--- src/hw/rtl/one_bit_speaker_sample_player_defines.svh ---
// ---------------------------------------------------------------------------
// One-bit speaker sample player: assertion macros
// Shared check macros; they expand to nothing when SYNTHESIS is defined.
// ---------------------------------------------------------------------------
`ifndef ONE_BIT_SPEAKER_SAMPLE_PLAYER_DEFINES_SVH
`define ONE_BIT_SPEAKER_SAMPLE_PLAYER_DEFINES_SVH

`ifndef SYNTHESIS
// Property that must hold at every clock edge outside reset
`define OBSP_ASSERT(lbl, clk_s, rst_ns, prop, msg) \
  lbl: assert property (@(posedge clk_s) disable iff (!rst_ns) (prop)) else $error(msg);
// Condition that must never be seen outside reset
`define OBSP_ASSERT_NEVER(lbl, clk_s, rst_ns, cond, msg) \
  lbl: assert property (@(posedge clk_s) disable iff (!rst_ns) !(cond)) else $error(msg);
`else
`define OBSP_ASSERT(lbl, clk_s, rst_ns, prop, msg)
`define OBSP_ASSERT_NEVER(lbl, clk_s, rst_ns, cond, msg)
`endif

`endif

--- src/hw/rtl/obsp_ram.sv ---
// ---------------------------------------------------------------------------
// One-bit speaker sample player: single-port RAM
// One access per cycle, read data registered, read returns the old entry.
// ---------------------------------------------------------------------------
module obsp_ram #(
  parameter  int DEPTH = 16,
  parameter  int WIDTH = 8,
  localparam int AW    = $clog2(DEPTH)
) (
  input  logic             clk,
  input  logic             we,
  input  logic [AW-1:0]    addr,
  input  logic [WIDTH-1:0] wdata,
  output logic [WIDTH-1:0] rdata
);

  logic [WIDTH-1:0] mem [DEPTH];

  // Write and read the addressed entry
  always_ff @(posedge clk) begin
    if (we) begin
      mem[addr] <= wdata;
    end
    rdata <= mem[addr];
  end

endmodule

--- config.mk ---
export PLATFORM = sky130hd
export DESIGN_NAME = obsp_ram
export DESIGN_NICKNAME = d
export VERILOG_FILES = /design/src/hw/rtl/one_bit_speaker_sample_player_defines.svh /design/src/hw/rtl/obsp_ram.sv
export SDC_FILE = /design/constraint.sdc
export NUM_CORES = 1
export LEC_CHECK = 0
export BUFFER_PORTS_ARGS = -buffer_cell sky130_fd_sc_hd__clkbuf_2
export CAP_MARGIN = 25
export CORE_ASPECT_RATIO = 2
export CORE_MARGIN = 3
export CORE_UTILIZATION = 65
export CTS_BUF_LIST = sky130_fd_sc_hd__clkbuf_4 sky130_fd_sc_hd__clkbuf_8
export DETAILED_ROUTE_END_ITERATION = 8
export PLACE_DENSITY = 0.89
export SLEW_MARGIN = 20
export SYNTH_ARGS = -nofsm -noshare
export SYNTH_HDL_FRONTEND = slang
export SYNTH_SLANG_ARGS = --single-unit
export TNS_END_PERCENT = 100
--- constraint.sdc ---
create_clock -name clk -period 3.2 [get_ports clk]
set_clock_uncertainty 0.2 [all_clocks]
set_input_delay 0.32 -clock clk [delete_from_list [all_inputs] [get_ports clk]]
set_output_delay 0.32 -clock clk [all_outputs]
set_load 0.01 [all_outputs]
==> impl_metrics.json <==
{
  "finalMaxSlewViolations": 0,
  "clock_latency_ps": 430,
  "initial_core_util_pct": 66.67,
  "finalNonFillerCells": 373,
  "avgSynthCellArea_um2": 22.03,
  "ys_ff_latch": 136,
  "finalWorstSetupSlack_ps": 1344,
  "antenna_left": 0,
  "postCtsHoldBufs": 0,
  "netlist_instances": 230,
  "cts_tree": "done",
  "multi_input_area_um2": 1003,
  "die_h_um": 130.9,
  "dp_hpwl_mm": 6.210,
  "fin_hold_ws_ps": 106.6,
  "leakage_uw": 0.001857,
  "worst_pin_slew_ps": 886.7,
  "first_global_vias": 2545,
  "wl_mm": 9.104,
  "antenna_found_initial": 0,
  "layout-drive-gt1-share_pct": 32.97,
  "outcome": "complete, no violations",
  "clockBufferDepth": 2,
  "drc": 0,
  "clk_pin_slew_ps": 70,
  "n_antenna_cell": 0,
  "hold_path_class": "input port to flop",
  "post-route-period-util_pct": 58.00,
  "fin_crit_ps": 1856,
  "ctsResizeCount": 0,
  "htree_levels": 4,
  "first_pass_iters": 5,
  "cp-start-kind": "input port",
  "rsz0062_at_grt": "no",
  "viasPerCell": 6.308,
  "syn-num-nets": 244,
  "io_buffers": 21,
  "drt_first_iter_violations": 202,
  "maxSlewHeadroom_pct": 40.67,
  "dp_cells": 341,
  "grtUsageTotal_pct": 23.97,
  "area_growth_pct": 11.56,
  "crit_type": "input port to flop",
  "cts_sinks": 136,
  "wl_met2_mm": 5.302,
  "final_nets": 280,
  "fp.dieW_um": 68.44,
  "cp.arrival_ps": 1710,
  "max_cap_viol_count": 0,
  "num-fill-cells": 414,
  "drt-met1-wl_mm": 3.106,
  "fp.coreArea_um2": 7601,
  "required_ps": 3050,
  "rows": 45,
  "via_count": 2353,
  "grt_max_degree": 28,
  "setup_tns_ps": 0,
  "powerDensity_nw_per_um2": 611.6,
  "cts_buffers": 17,
  "clockRootBuffer": "clkbuf_8",
  "io_pins": 22,
  "globalplace.congestion": 0.7563,
  "final_core_utilization_pct": 74.37,
  "grt-ovfl-total": 0,
  "regArea_um2": 4004,
  "yosysSeqAreaShare_pct": 79.01,
  "cts_setup_buffers": 0,
  "dp_slack_ps": 930.5,
  "ys_types": 18,
  "grt_pass1_wl_mm": 14.26,
  "highest_layer": "met4",
  "max_freq_ghz": 0.5388,
  "ys_warn_count": 0,
  "die_area_um2": 8956,
  "wl_met3_um": 535,
  "report.final.setup_viol": 0,
  "cp-end-kind": "flop",
  "peakVddDrop_v": 0.0004061,
  "detail_route.wl_per_cell_um": 24.41,
  "path_max_fanout": 8,
  "hold_viol": 0,
  "synth_area_um2": 5067
}
-- cells in the final DEF, fill, tap and decap left out, types with 2 or more instances in the layout --
cell type  netlist  final
a22oi_1         16     16
buf_4            0      7
clkbuf_2         1     21
clkbuf_4         0      8
clkbuf_8         0     19
clkinv_2         0      3
dfxtp_1          8      8
edfxtp_1       128    128
mux4_2          32     32
nand2_1          9      9
nand2b_1         2      2
nand3b_1         2      2
nor2_1          13     13
nor2b_1          2      2
nor3_1           4      4
-- cell usage after synthesis --
cell type | n | share of area, %
or3b_2 | 1 | 0.17
nand3_1 | 1 | 0.099
nand3b_1 | 2 | 0.30
nor2b_1 | 2 | 0.25
clkbuf_2 | 1 | 0.099
mux4_2 | 32 | 14
and2_1 | 1 | 0.12
dfxtp_1 | 8 | 3.2
clkbuf_1 | 2 | 0.15
nor3_1 | 4 | 0.40
nor2_1 | 13 | 0.96
buf_2 | 2 | 0.20
buf_6 | 2 | 0.44
edfxtp_1 | 128 | 76
nand2_1 | 9 | 0.67
a22oi_1 | 16 | 2.4
nand2b_1 | 2 | 0.25
buf_1 | 4 | 0.30
-- path summary, 6_finish.rpt --
check	depth (start not counted)	endpoint	slack [ps]	startpoint
setup / recovery	3	mem[1][3]	1340	addr[2]
hold / removal	1	mem[14][5]	110	wdata[5]
setup reg to reg	3	rdata[4]	1620	mem[0][4]
hold reg to reg	3	rdata[3]	470	mem[14][3]
-- worst max-delay path, cell delays in order --
cell	delay, ps
clkbuf_2	150
or3b_2	560
nor2_1	680
-- final cells by class --
class,count,area share (%)
Clock buffer,27,5.688
Clock inverter,5,0.8632
Multi-Input combinational cell,83,17.75
Sequential cell,136,70.83
Tap cell,94,2.081
Timing Repair Buffer,28,2.789
-- state kept, by name, indices dropped and copies added, names as in the netlist --
name and count:
mem 128, rdata 8
-- per-stage QoR --
stage	power (uW)	area (um^2)
final	3457	5653
after global placement	2208	5283
after floorplan	2146	5067
after global routing	3572	5653
after detailed placement	2218	5283
after CTS	3476	5653
-- power by group --
| group | internal [uW] | switching, uW |
|---|---|---|
| sequential | 1990 | 11.9 |
| combinational | 73.1 | 104 |
| clock | 718 | 560 |
| total | 2780 | 675 |
-- metal layers --
metal / up-vias / track usage (%)
met2: 121 / 40.34
li1: 1030 / -
met1: 1187 / 29.21
met5: - / 0
met4: 0 / 10.08
met3: 15 / 5.646
-- logic make-up (layout without fill, tap and decap cells) --
kind of cell	after synthesis	in the layout	synth area share (%)
and+or+nand+nor	35	35	3.210
DFF	136	136	79.01
buffers and inverters	11	60	1.185
muxes	32	32	14.22
AOI/OAI and AO/OA	16	16	2.370
(Power assumes the default switching activity.)
