## src/hw/rtl/one_bit_speaker_sample_player_defines.svh

```systemverilog
// ---------------------------------------------------------------------------
// One-bit speaker sample player: assertion macros
// Shared check macros; they expand to nothing when SYNTHESIS is defined.
// ---------------------------------------------------------------------------
`ifndef ONE_BIT_SPEAKER_SAMPLE_PLAYER_DEFINES_SVH
`define ONE_BIT_SPEAKER_SAMPLE_PLAYER_DEFINES_SVH

`ifndef SYNTHESIS
// Property that must hold at every clock edge outside reset
`define OBSP_ASSERT(lbl, clk_s, rst_ns, prop, msg) \
  lbl: assert property (@(posedge clk_s) disable iff (!rst_ns) (prop)) else $error(msg);
// Condition that must never be seen outside reset
`define OBSP_ASSERT_NEVER(lbl, clk_s, rst_ns, cond, msg) \
  lbl: assert property (@(posedge clk_s) disable iff (!rst_ns) !(cond)) else $error(msg);
`else
`define OBSP_ASSERT(lbl, clk_s, rst_ns, prop, msg)
`define OBSP_ASSERT_NEVER(lbl, clk_s, rst_ns, cond, msg)
`endif

`endif

```

## src/hw/rtl/obsp_pkg.sv

```systemverilog
// ---------------------------------------------------------------------------
// One-bit speaker sample player: shared package
// Store sizes, field widths, item kinds and register indices.
// ---------------------------------------------------------------------------
package obsp_pkg;

  // Store sizes and mix lead
  localparam int BIT_STORE_BYTES = 8192;
  localparam int RING_DEPTH      = 4096;
  localparam int MIX_LEAD        = 100;

  localparam int BS_AW   = $clog2(BIT_STORE_BYTES);
  localparam int RING_AW = $clog2(RING_DEPTH);
  localparam int BIT_CAP = BIT_STORE_BYTES * 8;

  // Field widths
  localparam int LEN_W      = 17;
  localparam int POS_W      = 16;
  localparam int TICK_W     = 16;
  localparam int RING_W     = 32;
  localparam int ADDR_W     = 13;
  localparam int SAMPLE_W   = 16;
  localparam int GAIN_W     = 16;
  localparam int PROD_W     = SAMPLE_W + GAIN_W + 1;
  localparam int GAIN_FRAC  = 12;
  localparam int CFG_IDX_W  = 3;
  localparam int CFG_DATA_W = 17;
  localparam int MOD_CNT_W  = $clog2(LEN_W + 1);

  localparam int TICK_DIVIDER_RESET = 1024;

  // Item kinds
  typedef enum logic [2:0] {
    KIND_TICK  = 3'd0,
    KIND_LOAD  = 3'd1,
    KIND_MIX   = 3'd2,
    KIND_START = 3'd3,
    KIND_STOP  = 3'd4
  } kind_t;

  // Configuration register indices
  typedef enum logic [CFG_IDX_W-1:0] {
    CFG_MIX_MODE     = 3'd0,
    CFG_LOOP_ENABLE  = 3'd1,
    CFG_MUTE         = 3'd2,
    CFG_SAMPLE_LEN   = 3'd3,
    CFG_TICK_DIVIDER = 3'd4
  } cfg_idx_t;

endpackage

```

## src/hw/rtl/obsp_mod.sv

```systemverilog
// ---------------------------------------------------------------------------
// One-bit speaker sample player: remainder unit
// Restoring remainder, one dividend bit per cycle, done pulses at the end.
// ---------------------------------------------------------------------------
module obsp_mod (
  input  logic                        clk,
  input  logic                        rst_n,
  input  logic                        start,
  input  logic [obsp_pkg::LEN_W-1:0]  dividend,
  input  logic [obsp_pkg::LEN_W-1:0]  divisor,
  output logic                        done,
  output logic [obsp_pkg::LEN_W-1:0]  remainder
);

  logic                           run_r;
  logic                           done_r;
  logic [obsp_pkg::MOD_CNT_W-1:0] cnt_r;
  logic [obsp_pkg::LEN_W-1:0]     dvd_r;
  logic [obsp_pkg::LEN_W-1:0]     dsr_r;
  logic [obsp_pkg::LEN_W-1:0]     rem_r;

  logic [obsp_pkg::LEN_W:0]       shifted;
  logic [obsp_pkg::LEN_W:0]       diff;
  logic [obsp_pkg::LEN_W-1:0]     rem_nxt;

  // Bring in the next dividend bit and subtract where it fits
  always_comb begin
    shifted = {rem_r, dvd_r[obsp_pkg::LEN_W-1]};
    diff    = shifted - {1'b0, dsr_r};
    rem_nxt = (shifted >= {1'b0, dsr_r}) ? diff[obsp_pkg::LEN_W-1:0]
                                         : shifted[obsp_pkg::LEN_W-1:0];
  end

  // Step the iteration
  always_ff @(posedge clk) begin
    if (!rst_n) begin
      run_r  <= 1'b0;
      done_r <= 1'b0;
      cnt_r  <= '0;
    end else begin
      done_r <= 1'b0;
      if (start) begin
        run_r <= 1'b1;
        cnt_r <= obsp_pkg::MOD_CNT_W'(obsp_pkg::LEN_W);
      end else if (run_r) begin
        cnt_r <= cnt_r - 1'b1;
        if (cnt_r == obsp_pkg::MOD_CNT_W'(1)) begin
          run_r  <= 1'b0;
          done_r <= 1'b1;
        end
      end
    end
  end

  // Hold operands and the partial remainder
  always_ff @(posedge clk) begin
    if (start) begin
      dvd_r <= dividend;
      dsr_r <= divisor;
      rem_r <= '0;
    end else if (run_r) begin
      dvd_r <= {dvd_r[obsp_pkg::LEN_W-2:0], 1'b0};
      rem_r <= rem_nxt;
    end
  end

  assign done      = done_r;
  assign remainder = rem_r;

endmodule

```

## config.mk

```make
export PLATFORM = sky130hd
export DESIGN_NAME = obsp_mod
export DESIGN_NICKNAME = d
export VERILOG_FILES = /design/src/hw/rtl/one_bit_speaker_sample_player_defines.svh /design/src/hw/rtl/obsp_pkg.sv /design/src/hw/rtl/obsp_mod.sv
export SDC_FILE = /design/constraint.sdc
export NUM_CORES = 1
export LEC_CHECK = 0
export BUFFER_PORTS_ARGS = -buffer_cell sky130_fd_sc_hd__buf_2
export CAP_MARGIN = 25
export CORE_ASPECT_RATIO = 1.1
export CORE_MARGIN = 2
export CORE_UTILIZATION = 43
export CTS_BUF_LIST = sky130_fd_sc_hd__clkbuf_8 sky130_fd_sc_hd__clkbuf_16
export CTS_CLUSTER_SIZE = 16
export DETAILED_ROUTE_END_ITERATION = 7
export PLACE_DENSITY = 0.68
export SYNTH_ARGS = -nofsm -noshare
export SYNTH_HDL_FRONTEND = slang
export SYNTH_SLANG_ARGS = --single-unit
```

## constraint.sdc

```tcl
create_clock -name clk -period 3 [get_ports clk]
set_input_delay 0.15 -clock clk [delete_from_list [all_inputs] [get_ports clk]]
set_output_delay 0.15 -clock clk [all_outputs]
set_load 0.1 [all_outputs]
```

==> results of run 1 <==
-- registers in the layout, indices dropped and copies added (netlist names) --
| register | flops |
|---|---|
| done | 1 |
| dvd_r | 17 |
| dsr_r | 17 |
| remainder | 17 |
| cnt_r | 5 |
| run_r | 1 |
-- cells by family (layout without fill, tap and decap cells) --
logic type	Yosys count	in the layout	synth area share [%]
compound gates	72	72	15.9
xor+xnor	16	16	4.44
fa+ha+maj	20	20	8.16
buf+inv	33	121	4.28
flops	58	58	47.6
mux	26	26	8.88
simple gates	69	69	10.8
-- cells in the mapped netlist (all sizes together), types with 3 or more instances --
library cell and n:
o21a 5, inv 26, o21ai 17, xor2 6, edfxtp 34, o21bai 3, xnor2 10, nand2 14
a32oi 3, nor2 27, ha 19, buf 4, a21o 3, a211oi 8, dfxtp 24, nand2b 5
nor4 3, mux2 16, clkbuf 3, a21oi 13, nor3 4, nand3 3, o31ai 3, nand4 4
mux2i 10
-- final timing paths --
| kind | start | to | depth (start not counted) |
|---|---|---|---|
| worst max-delay path | dvd_r[16]$_DFFE_PP_ | remainder[7]$_SDFFE_PP0P_ | 12 |
| worst min-delay path | rst_n | cnt_r[0]$_SDFFE_PN0P_ | 2 |
| worst max register to register | dvd_r[16]$_DFFE_PP_ | remainder[7]$_SDFFE_PP0P_ | 12 |
| worst min register to register | remainder[12]$_SDFFE_PP0P_ | remainder[12]$_SDFFE_PP0P_ | 2 |
-- report_power, final --
part / switching (mW) / internal [mW] / total (mW)
sequential: 0.0294 / 0.910 / 0.940
clock: 0.350 / 0.558 / 0.908
combinational: 0.256 / 0.169 / 0.424
-- timing repair --
action / in CTS / in global routing
gates resized for setup: 0 / 3
hold endpoints to repair: 17 / 0
hold buffers: 17 / 0
setup endpoints to repair: 0 / 1
-- stage by stage --
stage	utilization (%)	setup WS [ns]
final	56.6	0.172
after global routing	56.6	0.00287
after CTS	56.5	0.0992
after detailed placement	50.6	0.125
after global placement	50.6	0.250
after floorplan	-	0.0506
-- routing by layer --
layer	global-route usage, %	wire length (um)
met1	23.4	3130
met2	27.0	3230
met3	5.71	331
met4	7.67	143
met5	0	0
-- final cells by class --
| type | instances | area, um^2 | share of cell area, % |
|---|---|---|---|
| Sequential cell | 58 | 1510 | 37.8 |
| Tap cell | 85 | 106 | 2.66 |
| Clock inverter | 7 | 125 | 3.13 |
| Multi-Input combinational cell | 203 | 1530 | 38.2 |
| Inverter | 26 | 97.6 | 2.45 |
| Timing Repair Buffer | 79 | 504 | 12.6 |
| Clock buffer | 9 | 124 | 3.10 |
==> reports/metrics.cfg, run 1 <==
[outcome]
status = finished clean

[routing]
routedWlPerCell_um = 14.6
via_count = 2513
drtIter0Drc = 110
vias_per_cell = 5.38
drt_drc_violations_left = 0
drt.antenna.violating_nets = 0
wirelength_mm = 6.84
drtPass1Iterations = 4

[placed_design]
placedInstanceArea_um2 = 3560
place.gp.congestion = 0.842
place.detailed.instances = 434
dp.final_hpwl_mm = 4.85
io_buffers = 54

[setup_path]
cp-end-kind = register
critical-path-slowest-cell = sky130_fd_sc_hd__fa_1
cp_data_required_time_ns = 3.24
arrival_ns = 3.07
worst-path-max-fanout = 7
worstSetupStartpointType = register
setup.worst_path.class = register to register
cp_top_family = compound AO/OA/AOI/OAI gates
critical_path.max_stage_delay_ns = 0.39
setup.reg_to_reg.worst_slack_ns = 0.17
crit_chain = inv_1 -> ha_1 -> inv_1 -> fa_1 -> a21o_1 -> a221oi_2 -> o211a_1 -> a21oi_2 -> nor4_4 -> buf_6 -> nor3_1 -> a2111oi_2
crit_path_frequent_cell = sky130_fd_sc_hd__inv_1
timing.critical_path.buf_inv = 3

[pwr]
vdd_ir_drop_max_v = 0.000460
power-per-cell-area_nw_per_um2 = 569
finalPower_mw = 2.27
leakagePower_nw = 1.77

[cts]
clk_transition_reported_paths_ns = 0.08
cts_buffers = 9
cts_sinks = 58
htreeDepth = 3
cts_setup_buffers = 0
clock_tree.root_cell = sky130_fd_sc_hd__clkbuf_8
cts_tree = built
clockBufferDepth = 2
clk-insertion-delay-late_ns = 0.35

[sta]
grt_setup_unrepaired = false
period_share_pct = 94.3
timing.max_slew.rel_slack_pct = 53.3
endpoints_failing_setup = 0
clock.fmax_mhz = 354
timing.final.hold_violations = 0
timing_max_transition_violations_final = 0
min_period_ns = 2.83
holdWs_ns = 0.0471
worst_slew_pin_slew_ns = 0.699
fin_setup_tns_ns = 0
clock_skew_ns = 0.0130

[grt]
antenna_found_initial = 0
grt_max_degree = 23
first_global_vias = 2400
global_route.overflow_total = 0
first_pass_grt_wire_length_mm = 11.0
grtUsageTotal_pct = 17.8

[synthesis]
synth-edff-count = 34
yosys_warnings = 0
synth-seq-area-share_pct = 47.6
synth_largest_type_area_fraction_pct = 32.3
synthTopCellsByArea = sky130_fd_sc_hd__edfxtp_1 (32%), sky130_fd_sc_hd__dfxtp_1 (15%), sky130_fd_sc_hd__ha_1 (7.5%)
postSynthAreaPerCell_um2 = 10.7
asyncSetResetFlopFracSynth_pct = 0
syn-num-nets = 351
postSynth.topFlopCell = sky130_fd_sc_hd__edfxtp_1
syn-cell-area_um2 = 3160
cell_type_contributing_the_most_total_cell_area_after_synthesis = sky130_fd_sc_hd__edfxtp_1
synth_cell_types = 52
ys_ff_latch = 58
syn_inst = 294

[layout]
final_nets = 434
most_used_cells_in_the_layout_excluding_fill_and_tap_cells = sky130_fd_sc_hd__buf_2 (54), sky130_fd_sc_hd__edfxtp_1 (34), sky130_fd_sc_hd__nor2_1 (27)
layout-area-overhead-vs-synth_pct = 26.4
num_antenna_cells = 0
mostFrequentLayoutCell = sky130_fd_sc_hd__buf_2
layout.cells.non_filler = 467
fill_cells = 623
final_cell_area_um2 = 3990
drive_above_1_share_pct = 27.5

[floorplanning]
initial_utilization_pct = 44.8
die-width_um = 85.7
pin_count = 55
core_area_um2 = 7050
full_die_area_um2 = 8040
die-height_um = 93.9
rows = 32

[hold_path]
hold_class = input pin to register

[job]
timing.max_cap.violations = 0

No activity file was read; power rests on OpenSTA's default activity.
==> run 2: changes to the inputs <==
--- a/config.mk
+++ b/config.mk
@@ -13,6 +13,7 @@
 export CTS_BUF_LIST = sky130_fd_sc_hd__clkbuf_8 sky130_fd_sc_hd__clkbuf_16
 export CTS_CLUSTER_SIZE = 16
 export DETAILED_ROUTE_END_ITERATION = 7
+export GPL_TIMING_DRIVEN = 0
 export PLACE_DENSITY = 0.68
 export SYNTH_ARGS = -nofsm -noshare
 export SYNTH_HDL_FRONTEND = slang
==> run 2 against run 1 <==
  * Sequential share of layout area up 0.36 points
  * Via count up 0.20%
  * Non-clock buffer count up 5
  * Wire length up 2.2%
  * Critical path type unchanged
  * Critical endpoint is now remainder[8]$_SDFFE_PP0P_
  * Largest cell class unchanged
  * Critical path depth up 1
==> reports/metrics.cfg, run 2 (synthesis results as in run 1) <==
[outcome]
status = finished clean

[cts]
cts_buffers = 9  ; unchanged
cts_tree = built
clk-insertion-delay-late_ns = 0.35  ; about the same
clk_transition_reported_paths_ns = 0.08  ; about the same
htreeDepth = 3  ; unchanged
clock_tree.root_cell = sky130_fd_sc_hd__clkbuf_8
cts_sinks = 58  ; unchanged
clockBufferDepth = 2  ; unchanged

[hold_path]
hold_class = input pin to register
min_delay_path_depth = 2  ; unchanged

[setup_path]
arrival_ns = 2.99  ; -0.08 ns
critical_path.max_stage_delay_ns = 0.42  ; +0.03 ns
crit_chain = inv_1 -> ha_2 -> inv_1 -> fa_2 -> a21o_1 -> a221oi_4 -> o211a_1 -> a21oi_2 -> nor4_4 -> buf_4 -> buf_4 -> mux2i_1 -> a211oi_1
timing.reg2reg.worst_path_depth = 13  ; +1
worstSetupPathDepth = 13  ; +1
critical-path-slowest-cell = sky130_fd_sc_hd__edfxtp_1
setup.worst_path.class = register to register
worstSetupStartpointType = register
timing.critical_path.buf_inv = 4  ; +1
cp-end-kind = register
worst-path-max-fanout = 5  ; -2
cp_data_required_time_ns = 3.21  ; -0.03 ns
cp_top_family = compound AO/OA/AOI/OAI gates

[floorplanning]
pin_count = 55  ; unchanged
initial_utilization_pct = 44.8  ; unchanged
die-height_um = 93.9  ; unchanged
core_area_um2 = 7050  ; unchanged
rows = 32  ; unchanged
die-width_um = 85.7  ; unchanged
full_die_area_um2 = 8040  ; unchanged

[grt]
grt_max_degree = 23  ; unchanged
first_pass_grt_wire_length_mm = 11.4  ; +3.8%
antenna_found_initial = 0  ; unchanged
first_global_vias = 2441  ; +1.7%
global_route.overflow_total = 0  ; unchanged
grtUsageTotal_pct = 18.5  ; +0.68 points

[pwr]
proportion_of_total_power_due_to_net_switching_pct = 31.5  ; +3.5 points
power.share.sequential_pct = 46.8  ; +5.4 points
share_of_total_power_in_combinational_logic_pct = 21.3  ; +2.6 points
power_report.internal_total_mw = 1.38  ; -16%
power_frac_clock_pct = 31.9  ; -8.1 points
p_sw_uw = 633  ; -0.26%
finalPower_mw = 2.01  ; -11%
power-per-cell-area_nw_per_um2 = 509  ; -11%
leakagePower_nw = 1.73  ; -1.8%
vdd_ir_drop_max_v = 0.000333  ; -28%

[layout]
final_cell_area_um2 = 3950  ; -0.94%
num_antenna_cells = 0  ; unchanged
final_core_utilization_pct = 56.1  ; -0.53 points
final_nets = 439  ; +1.2%
mostFrequentLayoutCell = sky130_fd_sc_hd__buf_2
area.sequential_um2 = 1510  ; unchanged
layout-area-overhead-vs-synth_pct = 25.2
multiInputGateArea_um2 = 1540  ; +0.98%
most_used_cells_in_the_layout_excluding_fill_and_tap_cells = sky130_fd_sc_hd__buf_2 (54), sky130_fd_sc_hd__edfxtp_1 (34), sky130_fd_sc_hd__nor2_1 (27), sky130_fd_sc_hd__inv_1 (27), sky130_fd_sc_hd__dfxtp_1 (19)
fill_cells = 616  ; -1.1%
drive_above_1_share_pct = 27.4  ; -0.097 points

[sta]
timing_max_transition_violations_final = 0  ; unchanged
endpoints_failing_setup = 0  ; unchanged
clock.fmax_mhz = 360  ; +1.8%
period_share_pct = 92.6  ; -1.6 points
clock_skew_ns = 0.0141  ; +0.00108 ns
grt_setup_unrepaired = false
timing.final.hold_violations = 0  ; unchanged
fin_setup_tns_ns = 0  ; unchanged
worst_slew_pin_slew_ns = 0.801  ; +0.102 ns
min_period_ns = 2.78  ; -0.0491 ns
timing.max_slew.rel_slack_pct = 46.4  ; -6.9 points

[routing]
via_count = 2518  ; +0.20%
routedWlPerCell_um = 14.8  ; +1.1%
drtPass1Iterations = 4  ; unchanged
drt_drc_violations_left = 0  ; unchanged
vias_per_cell = 5.33  ; -0.86%
drt.antenna.violating_nets = 0  ; unchanged
wirelength_mm = 6.99  ; +2.2%
drtIter0Drc = 132  ; +20%

[placed_design]
placedInstanceArea_um2 = 3540  ; -0.63%
dp.final_hpwl_mm = 4.78  ; -1.3%
io_buffers = 54  ; unchanged
place.gp.congestion = 0.872  ; +3.6%

[job]
timing.max_cap.violations = 0  ; unchanged

==> run 2: cell types whose count changed in the layout (fill, tap and decap cells not counted), sizes merged <==
cell / delta
buf: +2
bufinv: -3
clkbuf: +3
clkinvlp: +2
inv: +1
==> run 2: metrics by stage <==
stage          std cells  hold WS [ns]  worst slack [ns]
2_1_floorplan        294         0.249            0.0506
3_3_place_gp         433         0.326            -0.210
3_5_place_dp         433         0.328            -0.227
4_1_cts              471        0.0360            0.0179
5_1_grt              472        0.0608            0.0554
6_report             472        0.0485             0.221
==> run 2: what timing repair did <==
item	in CTS	in global routing
resized for setup	2	5
endpoints found under the setup margin	16	17
cloned	1	0
hold buffers	17	0
hold endpoints to repair	17	0
buffers inserted	4	1
pin swaps	2	7
==> run 2: power groups by stage <==
stage / sequential [mW] / clock, mW / combinational (mW)
after floorplan: 1.02 / 0 / 0.235
after global placement: 0.956 / 0 / 0.389
after detailed placement: 0.958 / 0 / 0.398
after CTS: 0.941 / 0.655 / 0.424
after global routing: 0.947 / 0.688 / 0.474
final: 0.941 / 0.642 / 0.429
==> run 2: final timing paths <==
path                            slack (ns)                         to                       from
worst max-delay path                  0.22  remainder[8]$_SDFFE_PP0P_        dvd_r[16]$_DFFE_PP_
worst min-delay path                  0.05      cnt_r[0]$_SDFFE_PN0P_                      rst_n
worst max register to register        0.22  remainder[8]$_SDFFE_PP0P_        dvd_r[16]$_DFFE_PP_
worst min register to register        0.50  remainder[2]$_SDFFE_PP0P_  remainder[2]$_SDFFE_PP0P_
==> run 2: layout make-up <==
cell class              instances  area share [%]
flip-flops and latches         58            38.1
clock buffers                   9            3.13
well taps                      85            2.69
repair buffers                 77            12.3
inverters                      26            2.47
clock inverters                 7            1.17
multi-input cells             203            39.0
plain buffers                   7            1.14
==> run 2: layer usage <==
metal / routed length, um / vias to the layer above / global-route usage (%) / share of wire, %
met2: 3280 / 49 / 29.0 / 47
met4: 97 / 0 / 7.54 / 1.4
met1: 3320 / 1204 / 24.3 / 48
li1: - / 1258 / - / -
met5: 0 / - / 0 / 0
met3: 289 / 7 / 4.66 / 4.1
